## config.mk

```make
export PLATFORM = sky130hd
export DESIGN_NAME = wphc_div
export DESIGN_NICKNAME = d
export VERILOG_FILES = /design/src/rtl/wphc_pkg.sv /design/src/rtl/wphc_div.sv
export SDC_FILE = /design/constraint.sdc
export NUM_CORES = 1
export LEC_CHECK = 0
export ABC_AREA = 1
export ABC_CLOCK_PERIOD_IN_PS = 2500
export BUFFER_PORTS_ARGS = -buffer_cell sky130_fd_sc_hd__clkbuf_2
export CELL_PAD_IN_SITES_DETAIL_PLACEMENT = 1
export CELL_PAD_IN_SITES_GLOBAL_PLACEMENT = 1
export CORE_UTILIZATION = 42
export CTS_BUF_LIST = sky130_fd_sc_hd__clkbuf_8
export DETAILED_ROUTE_END_ITERATION = 7
export PLACE_DENSITY_LB_ADDON = 0.25
export SYNTH_ARGS = -nofsm -noshare
export SYNTH_HDL_FRONTEND = slang
export SYNTH_SLANG_ARGS = --single-unit
export TNS_END_PERCENT = 20
```

## constraint.sdc

```tcl
create_clock -name clk -period 2.5 [get_ports clk]
set_clock_uncertainty 0.15 [all_clocks]
set_input_delay 0.375 -clock clk [delete_from_list [all_inputs] [get_ports clk]]
set_output_delay 0.375 -clock clk [all_outputs]
set_load 0.005 [all_outputs]
```

## src/rtl/wphc_pkg.sv

```systemverilog
// Shared types and constants for the WoLF-PHC learning update unit.
// No dependencies; used by wphc_div and wolf_phc_learning_update_unit.
package wphc_pkg;

  // fixed field widths of one beat
  localparam int AGENT_W = 3;
  localparam int POS_W   = 5;
  localparam int ACT_W   = 3;
  localparam int ADDR_W  = AGENT_W + POS_W + ACT_W;
  localparam int VADDR_W = AGENT_W + POS_W;
  localparam int MEM_DEPTH  = 1 << ADDR_W;
  localparam int VMEM_DEPTH = 1 << VADDR_W;
  localparam int ACT_MAX = 1 << ACT_W;

  // Q reset value: 10.0 in Q16.16
  localparam logic signed [31:0] Q_RESET = 32'sd655360;
  localparam logic [16:0] PROB_ONE = 17'h10000;

  // shared divider widths
  localparam int DIV_NW = 34;
  localparam int DIV_DW = 20;

  // register indexes
  localparam logic [1:0] REG_LEARN_RATE = 2'd0;
  localparam logic [1:0] REG_DISCOUNT   = 2'd1;
  localparam logic [1:0] REG_WIN_STEP   = 2'd2;
  localparam logic [1:0] REG_LOSE_STEP  = 2'd3;

  typedef struct packed {
    logic [2:0]         agent;
    logic [4:0]         position;
    logic [2:0]         action;
    logic [4:0]         next_position;
    logic signed [31:0] reward;
  } in_beat_t;

  typedef struct packed {
    logic signed [31:0] updated_q;
    logic [2:0]         greedy_action;
    logic               winning;
    logic               renormalized;
  } out_beat_t;

  typedef struct packed {
    logic              start;
    logic [DIV_NW-1:0] dividend;
    logic [DIV_DW-1:0] divisor;
  } div_req_t;

  typedef struct packed {
    logic              busy;
    logic              done;
    logic [DIV_NW-1:0] quotient;
  } div_rsp_t;

  typedef enum logic [20:0] {
    ST_CLEAR  = 21'h000001,
    ST_IDLE   = 21'h000002,
    ST_MAXN   = 21'h000004,
    ST_QOLD   = 21'h000008,
    ST_MULG   = 21'h000010,
    ST_MULA   = 21'h000020,
    ST_QWR    = 21'h000040,
    ST_ARD    = 21'h000080,
    ST_AWAIT  = 21'h000100,
    ST_ADIV   = 21'h000200,
    ST_AWR    = 21'h000400,
    ST_AMUL   = 21'h000800,
    ST_AACC   = 21'h001000,
    ST_SSTART = 21'h002000,
    ST_SDIV   = 21'h004000,
    ST_HRD    = 21'h008000,
    ST_HWR    = 21'h010000,
    ST_NSTART = 21'h020000,
    ST_NDIV   = 21'h040000,
    ST_NWR    = 21'h080000,
    ST_DONE   = 21'h100000
  } state_t;

  // clamp a signed probability to 0..1.0
  function automatic logic [16:0] clamp_prob(input logic signed [18:0] v);
    logic [16:0] r;
    if (v < 0) begin
      r = '0;
    end else if (v > 19'sd65536) begin
      r = PROB_ONE;
    end else begin
      r = v[16:0];
    end
    return r;
  endfunction

endpackage

```

## src/rtl/wphc_div.sv

```systemverilog
// Shared restoring divider, one quotient bit per cycle.
// Depends on wphc_pkg for the request and response structs.
module wphc_div (
  input  logic                clk,
  input  logic                rst_n,
  input  wphc_pkg::div_req_t  req,
  output wphc_pkg::div_rsp_t  rsp
);

  logic                         busy_r;
  logic                         done_r;
  logic [5:0]                   cnt_r;
  logic [wphc_pkg::DIV_DW-1:0]  rem_r;
  logic [wphc_pkg::DIV_NW-1:0]  quo_r;
  logic [wphc_pkg::DIV_DW-1:0]  dvs_r;
  logic [wphc_pkg::DIV_DW:0]    shift_w;
  logic [wphc_pkg::DIV_DW:0]    diff_w;
  logic                         fit_w;

  // trial subtract of the shifted remainder
  assign shift_w = {rem_r, quo_r[wphc_pkg::DIV_NW-1]};
  assign diff_w  = shift_w - {1'b0, dvs_r};
  assign fit_w   = shift_w >= {1'b0, dvs_r};

  // control
  always_ff @(posedge clk) begin
    if (!rst_n) begin
      busy_r <= 1'b0;
      done_r <= 1'b0;
      cnt_r  <= '0;
    end else begin
      done_r <= busy_r && (cnt_r == '0);
      if (req.start) begin
        busy_r <= 1'b1;
        cnt_r  <= 6'(wphc_pkg::DIV_NW - 1);
      end else if (busy_r) begin
        cnt_r <= cnt_r - 6'd1;
        if (cnt_r == '0) begin
          busy_r <= 1'b0;
        end
      end
    end
  end

  // datapath: quotient bits shift in as dividend bits shift out
  always_ff @(posedge clk) begin
    if (req.start) begin
      quo_r <= req.dividend;
      rem_r <= '0;
      dvs_r <= req.divisor;
    end else if (busy_r) begin
      rem_r <= fit_w ? diff_w[wphc_pkg::DIV_DW-1:0] : shift_w[wphc_pkg::DIV_DW-1:0];
      quo_r <= {quo_r[wphc_pkg::DIV_NW-2:0], fit_w};
    end
  end

  assign rsp.busy     = busy_r;
  assign rsp.done     = done_r;
  assign rsp.quotient = quo_r;

endmodule

```

==> flow_metrics.env, run 1 <==
export IMPL_status="completed"
export IMPL_cts_path_max_buffers=2
export IMPL_grt_max_degree=41
export IMPL_fin_tns_setup_ns=0
export IMPL_holdPathStages=1
export IMPL_area_delta_synth_final_pct=18.7
export IMPL_crit_family="simple AND/OR/NAND/NOR gates"
export IMPL_syn_inst=636
export IMPL_leakagePower_nw=3.04
export IMPL_synth_area_per_cell_um2=7.66
export IMPL_drtIter0Drc=130
export IMPL_die_w_um=110
export IMPL_cts_tree="yes"
export IMPL_grtUsageTotal=0.240
export IMPL_antenna_found_initial=0
export IMPL_grt_setup_unrepaired="false"
export IMPL_power_density_mw_per_mm2=533
export IMPL_start_util=0.440
export IMPL_critPathMaxStageDelay_ns=0.42
export IMPL_relSlewSlack=0.603
export IMPL_fin_util=0.522
export IMPL_critical_path_max_fanout=3
export IMPL_finalSetupViolCount=0
export IMPL_clock_latency_ns=0.38
export IMPL_layout_drive_gt1_share=0.192
export IMPL_crit_chain="inv_1 -> ha_1 -> fa_1 -> inv_1 -> nand3_1 -> nand3_1 -> nand2_1 -> nand2_1 -> nand2_1 -> nand3_1 -> nand3_2 -> nand3_1 -> nand2_1"
export IMPL_grt_pass1_wl_um=21900
export IMPL_fmax_mhz=442
export IMPL_synth_seq_cells=82
export IMPL_post_cts_setup_buffers=0
export IMPL_die_area_mm2=0.0120
export IMPL_cp_num_buf_inv=2
export IMPL_slew_viol_final=0
export IMPL_path_class="flop to flop"
export IMPL_path_clk_slew_ns=0.09
export IMPL_cp_num_cells=13
export IMPL_syn_num_nets=716
export IMPL_cp_required_ns=2.63
export IMPL_dp_slack_ns=0.220
export IMPL_portBuffers=92
export IMPL_holdBufCountCts=12
export IMPL_netlist_area_leader_share=0.333
export IMPL_ctsRootBufferMaster="clkbuf_8"
export IMPL_ys_warn_count=0
export IMPL_die_y_um=110
export IMPL_drtPass1Iterations=4
export IMPL_netlist_top_cells_area="edfxtp_1 33%, nand2_1 19%, dfxtp_1 12%, inv_1 7.6%, ha_1 5.6%"
export IMPL_worst_setup_path_start_kind="flop"
export IMPL_ios=93
export IMPL_period_share=0.905
export IMPL_hold_viol=0
export IMPL_routed_wirelength_um=13000
export IMPL_critPathSlowestCell="fa_1"
export IMPL_cts_buffers=9
export IMPL_synthesis_area_mm2=0.00487
export IMPL_critPathArrivalTime_ns=2.39
export IMPL_rows=38
export IMPL_final_area_mm2=0.00579
export IMPL_antenna_left=0
export IMPL_placed_area_mm2=0.00547
export IMPL_timing_final_crit_period_ns=2.26
export IMPL_synth_top_cell_by_area="edfxtp_1"
export IMPL_htreeDepth=3
export IMPL_nets=821
export IMPL_timing_max_cap_violations=0
export IMPL_cts_sinks=82
export IMPL_viasPerCell=4.98
export IMPL_end_kind="flop"
export IMPL_wl_per_cell_um=14.6
export IMPL_ys_types=36
export IMPL_overflow=0
export IMPL_power_total_mw=3.09
export IMPL_hold_class="primary input to flop"
export IMPL_yosysSeqAreaShare=0.448
export IMPL_setup_ws_ns=0.237
export IMPL_worst_r2r_cell_count=13
export IMPL_tightest_slew_ns=0.595
export IMPL_drc_errors=0
export IMPL_hpwl_um=9730
export IMPL_place_gp_congestion=0.835
export IMPL_n_antenna_cell=0
export IMPL_grt_pass1_vias=4715
export IMPL_detailroute_via_count=4410
export IMPL_cts_resized=0
export IMPL_vdd_drop_max_v=0.000335
export IMPL_core_area_mm2=0.0111
-- stage by stage --
step	hold slack, ns	cells
after global placement	0.307	858
after detailed placement	0.319	858
after CTS	0.000197	886
after global routing	0.00397	886
after floorplan	0.294	636
final	0.0231	886
-- cell usage in the layout, fill, tap and decap left out, drive strengths merged, types with 6 or more instances in the layout --
cell         netlist  routed
nand3b             8       8
xnor2              8       8
nor2              34      34
dfxtp             28      28
edfxtp            54      54
ha                22      22
nand3             64      64
clkbuf             6     101
inv              101     103
buf               12       8
dlygate4sd3        0      12
clkinv             3       6
a21oi             17      17
o21ai             17      17
nand2            248     248
-- power by group --
part	leakage [nW]	total (mW)	switching, mW	internal (mW)
combinational	2.17	0.462	0.276	0.186
sequential	0.770	1.61	0.0507	1.56
clock	0.0979	1.01	0.545	0.468
total	3.04	3.09	0.871	2.22
-- layer usage --
layer,wire (um),part of all wire,GRT usage,up-vias
met5,0,0,0,-
met4,231,0.018,0.0800,0
met3,775,0.060,0.0694,16
met2,6470,0.50,0.436,104
met1,5480,0.42,0.267,2087
li1,-,-,-,2203
-- path summary, 6_finish.rpt --
kind	from	slack (ns)	end
max	quo_r[33]	0.24	rem_r[16]
min	req[10]	0.02	dvs_r[10]
max reg2reg	quo_r[33]	0.24	rem_r[16]
min reg2reg	rem_r[19]	0.33	rem_r[19]
-- cell type report --
cell class	count	area (um^2)
well taps	140	175
repair buffers	112	666
inverters	104	390
clock inverters	7	76.3
fillers	1450	5290
flip-flops and latches	82	2180
multi-input cells	432	2170
clock buffers	9	124
-- logic make-up after synthesis --
kind of cell,after synthesis,synth area share
adder cells (fa/ha/maj),23,0.0606
flip-flops,82,0.448
AO/OA/AOI/OAI,38,0.0424
AND/OR/NAND/NOR,362,0.327
XOR/XNOR,9,0.0162
buffers and inverters,122,0.106
-- worst reg2reg max path: cells and delay by family, from the launching register on --
family                     cells  cell delay (ns)
and+or+nand+nor                9             0.82
adders and majority gates      2             0.64
DFF                            1             0.36
buffers and inverters          2             0.20
-- cells in the mapped netlist --
cell      count
a211oi_1      1
a21oi_1      15
a21oi_2       2
a31oi_1       1
buf_1         2
buf_12        1
buf_2         2
buf_4         3
buf_6         4
clkbuf_1      6
clkinv_1      3
dfxtp_1      28
edfxtp_1     54
fa_1          1
ha_1         22
inv_1        99
inv_2         2
nand2_1     242
nand2_2       4
nand2_4       2
nand3_1      52
nand3_2      12
nand3b_1      8
nand4_1       3
nor2_1       29
nor2_2        4
nor2_4        1
nor3_1        3
nor3_2        1
nor4_1        1
o21a_1        1
o21ai_0       7
o21ai_1      10
o21bai_1      1
xnor2_1       8
xor2_1        1
-- flip-flops by register name (all words and copies together) (netlist names) --
register  count
quo_r        34
busy_r        1
cnt_r         6
dvs_r        20
done_r        1
rem_r        20
(Power assumes the default switching activity.)
==> run 2, diff against run 1 <==
--- a/config.mk
+++ b/config.mk
@@ -14,6 +14,7 @@
 export CTS_BUF_LIST = sky130_fd_sc_hd__clkbuf_8
 export DETAILED_ROUTE_END_ITERATION = 7
 export PLACE_DENSITY_LB_ADDON = 0.25
+export RECOVER_POWER = 25
 export SYNTH_ARGS = -nofsm -noshare
 export SYNTH_HDL_FRONTEND = slang
 export SYNTH_SLANG_ARGS = --single-unit
==> run 2 against run 1 <==
  * Cell area is 0.11% lower
  * Clock power barely moved
  * Fmax about the same
  * Critical path depth stayed put
  * Total power barely moved
  * Critical endpoint unchanged
  * Global-route usage unchanged
  * Worst hold slack is essentially flat
  * First-iteration DRC count stayed put
  * Combinational power is essentially flat
  * Routed wire length is essentially flat
  * Clock-buffer cell count did not move
  * Via count did not move
==> flow_metrics.env, run 2 (synthesis gave the netlist of run 1 again) <==
export IMPL_layout_drive_gt1_share=0.188
export IMPL_critPathArrivalTime_ns=2.39
export IMPL_path_clk_slew_ns=0.09
export IMPL_hold_class="primary input to flop"
export IMPL_timing_final_crit_period_ns=2.26
export IMPL_top_layer="met4"
export IMPL_htreeDepth=3
export IMPL_final_cell_mix="242 x nand2_1, 99 x inv_1, 90 x clkbuf_2"
export IMPL_period_share=0.905
export IMPL_crit_chain="inv_1 -> ha_1 -> fa_1 -> inv_1 -> nand3_1 -> nand3_1 -> nand2_1 -> nand2_1 -> nand2_1 -> nand3_1 -> nand3_2 -> nand3_1 -> nand2_1"
export IMPL_power_density_mw_per_mm2=534
export IMPL_status="completed"
export IMPL_cp_num_buf_inv=2
export IMPL_rows=38
export IMPL_largest_reg_flops=34
export IMPL_detailroute_via_count=4410
export IMPL_cts_buffers=9
export IMPL_timing_max_cap_violations=0
export IMPL_fin_tns_setup_ns=0
export IMPL_nets=821
export IMPL_fmax_mhz=442
export IMPL_die_y_um=110
export IMPL_grt_pass1_wl_um=21900
export IMPL_antenna_found_initial=0
export IMPL_routed_wirelength_um=13000
export IMPL_vdd_drop_max_v=0.000335
export IMPL_critPathMaxStageDelay_ns=0.42
export IMPL_cp_required_ns=2.63
export IMPL_hold_viol=0
export IMPL_relSlewSlack=0.293
export IMPL_critPathSlowestCell="fa_1"
export IMPL_critical_path_max_fanout=3
export IMPL_final_common_cell="nand2_1"
export IMPL_path_class="flop to flop"
export IMPL_core_area_mm2=0.0111
export IMPL_portBuffers=92
export IMPL_place_gp_congestion=0.835
export IMPL_antenna_left=0
export IMPL_tightest_slew_ns=1.06
export IMPL_cts_path_max_buffers=2
export IMPL_start_util=0.440
export IMPL_top_regs="quo_r x34, dvs_r x20, rem_r x20"
export IMPL_grtUsageTotal=0.240
export IMPL_crit_family="simple AND/OR/NAND/NOR gates"
export IMPL_drtIter0Drc=130
export IMPL_met2WireLength_um=6470
export IMPL_filler_cell_count=1453
export IMPL_fin_util=0.522
export IMPL_placed_area_mm2=0.00547
export IMPL_drtPass1Iterations=4
export IMPL_die_area_mm2=0.0120
export IMPL_grt_setup_unrepaired="false"
export IMPL_clock_latency_ns=0.38
export IMPL_placed_cells=858
export IMPL_final_area_mm2=0.00578
export IMPL_power_total_mw=3.09
export IMPL_finalSetupViolCount=0
export IMPL_ctsRootBufferMaster="clkbuf_8"
export IMPL_cts_resized=0
export IMPL_die_w_um=110
export IMPL_worst_setup_path_start_kind="flop"
export IMPL_viasPerCell=4.98
export IMPL_wl_per_cell_um=14.6
export IMPL_overflow=0
export IMPL_grt_max_degree=41
export IMPL_wl_met1_um=5490
export IMPL_top_register="quo_r"
export IMPL_layout_cells_non_filler=886
export IMPL_leakagePower_nw=3.03
export IMPL_hpwl_um=9730
export IMPL_grt_pass1_vias=4715
export IMPL_cts_sinks=82
export IMPL_cts_tree="yes"
export IMPL_area_delta_synth_final_pct=18.6
export IMPL_n_antenna_cell=0
export IMPL_dr_wl_met3_um=775
export IMPL_ios=93
export IMPL_slew_viol_final=0
export IMPL_end_kind="flop"
export IMPL_drc_errors=0
## run 2: what timing repair did
item,CTS,global route
hold buffers,12,0
endpoints found under the hold margin,12,0
buffers inserted,0,0
## run 2: layer usage
metal / vias up / track usage
met3: 16 / 0.0694
met5: - / 0
met2: 104 / 0.436
li1: 2203 / -
met1: 2087 / 0.267
met4: 0 / 0.0800
## run 2: path summary, 6_finish.rpt
kind,to,cells after the start,startpoint,slack (ns)
setup / recovery,rem_r[16],13,quo_r[33],0.24
hold / removal,dvs_r[10],1,req[10],0.02
setup reg to reg,rem_r[16],13,quo_r[33],0.24
hold reg to reg,rem_r[19],2,rem_r[19],0.33
## run 2: final cells by class
cell class	instances	area (um^2)	share of cell area
clock buffer	9	124	0.0214
tap	140	175	0.0303
multi-input combinational	432	2170	0.376
sequential	82	2180	0.378
clock inverter	7	76.3	0.0132
inverter	104	390	0.0675
timing repair buffer	112	659	0.114
## run 2: where the power goes
part	switching (mW)	total, mW	internal [mW]
Sequential	0.0508	1.61	1.56
Clock	0.545	1.01	0.468
Combinational	0.276	0.461	0.185
Total	0.871	3.09	2.21
## run 2: worst register-to-register path, cell delays in order (launching register included)
cell and delay (ns):
edfxtp_1 0.36, inv_1 0.07, ha_1 0.22, fa_1 0.42
inv_1 0.13, nand3_1 0.08, nand3_1 0.16, nand2_1 0.07
nand2_1 0.11, nand2_1 0.10, nand3_1 0.09, nand3_2 0.08
nand3_1 0.08, nand2_1 0.05
## run 2: per-stage QoR
stage	setup WS, ns	hold WS (ns)
6_report	0.237	0.0230
5_1_grt	0.0142	0.00397
4_1_cts	0.200	0.000197
3_5_place_dp	0.220	0.319
3_3_place_gp	0.257	0.307
2_1_floorplan	0.212	0.294
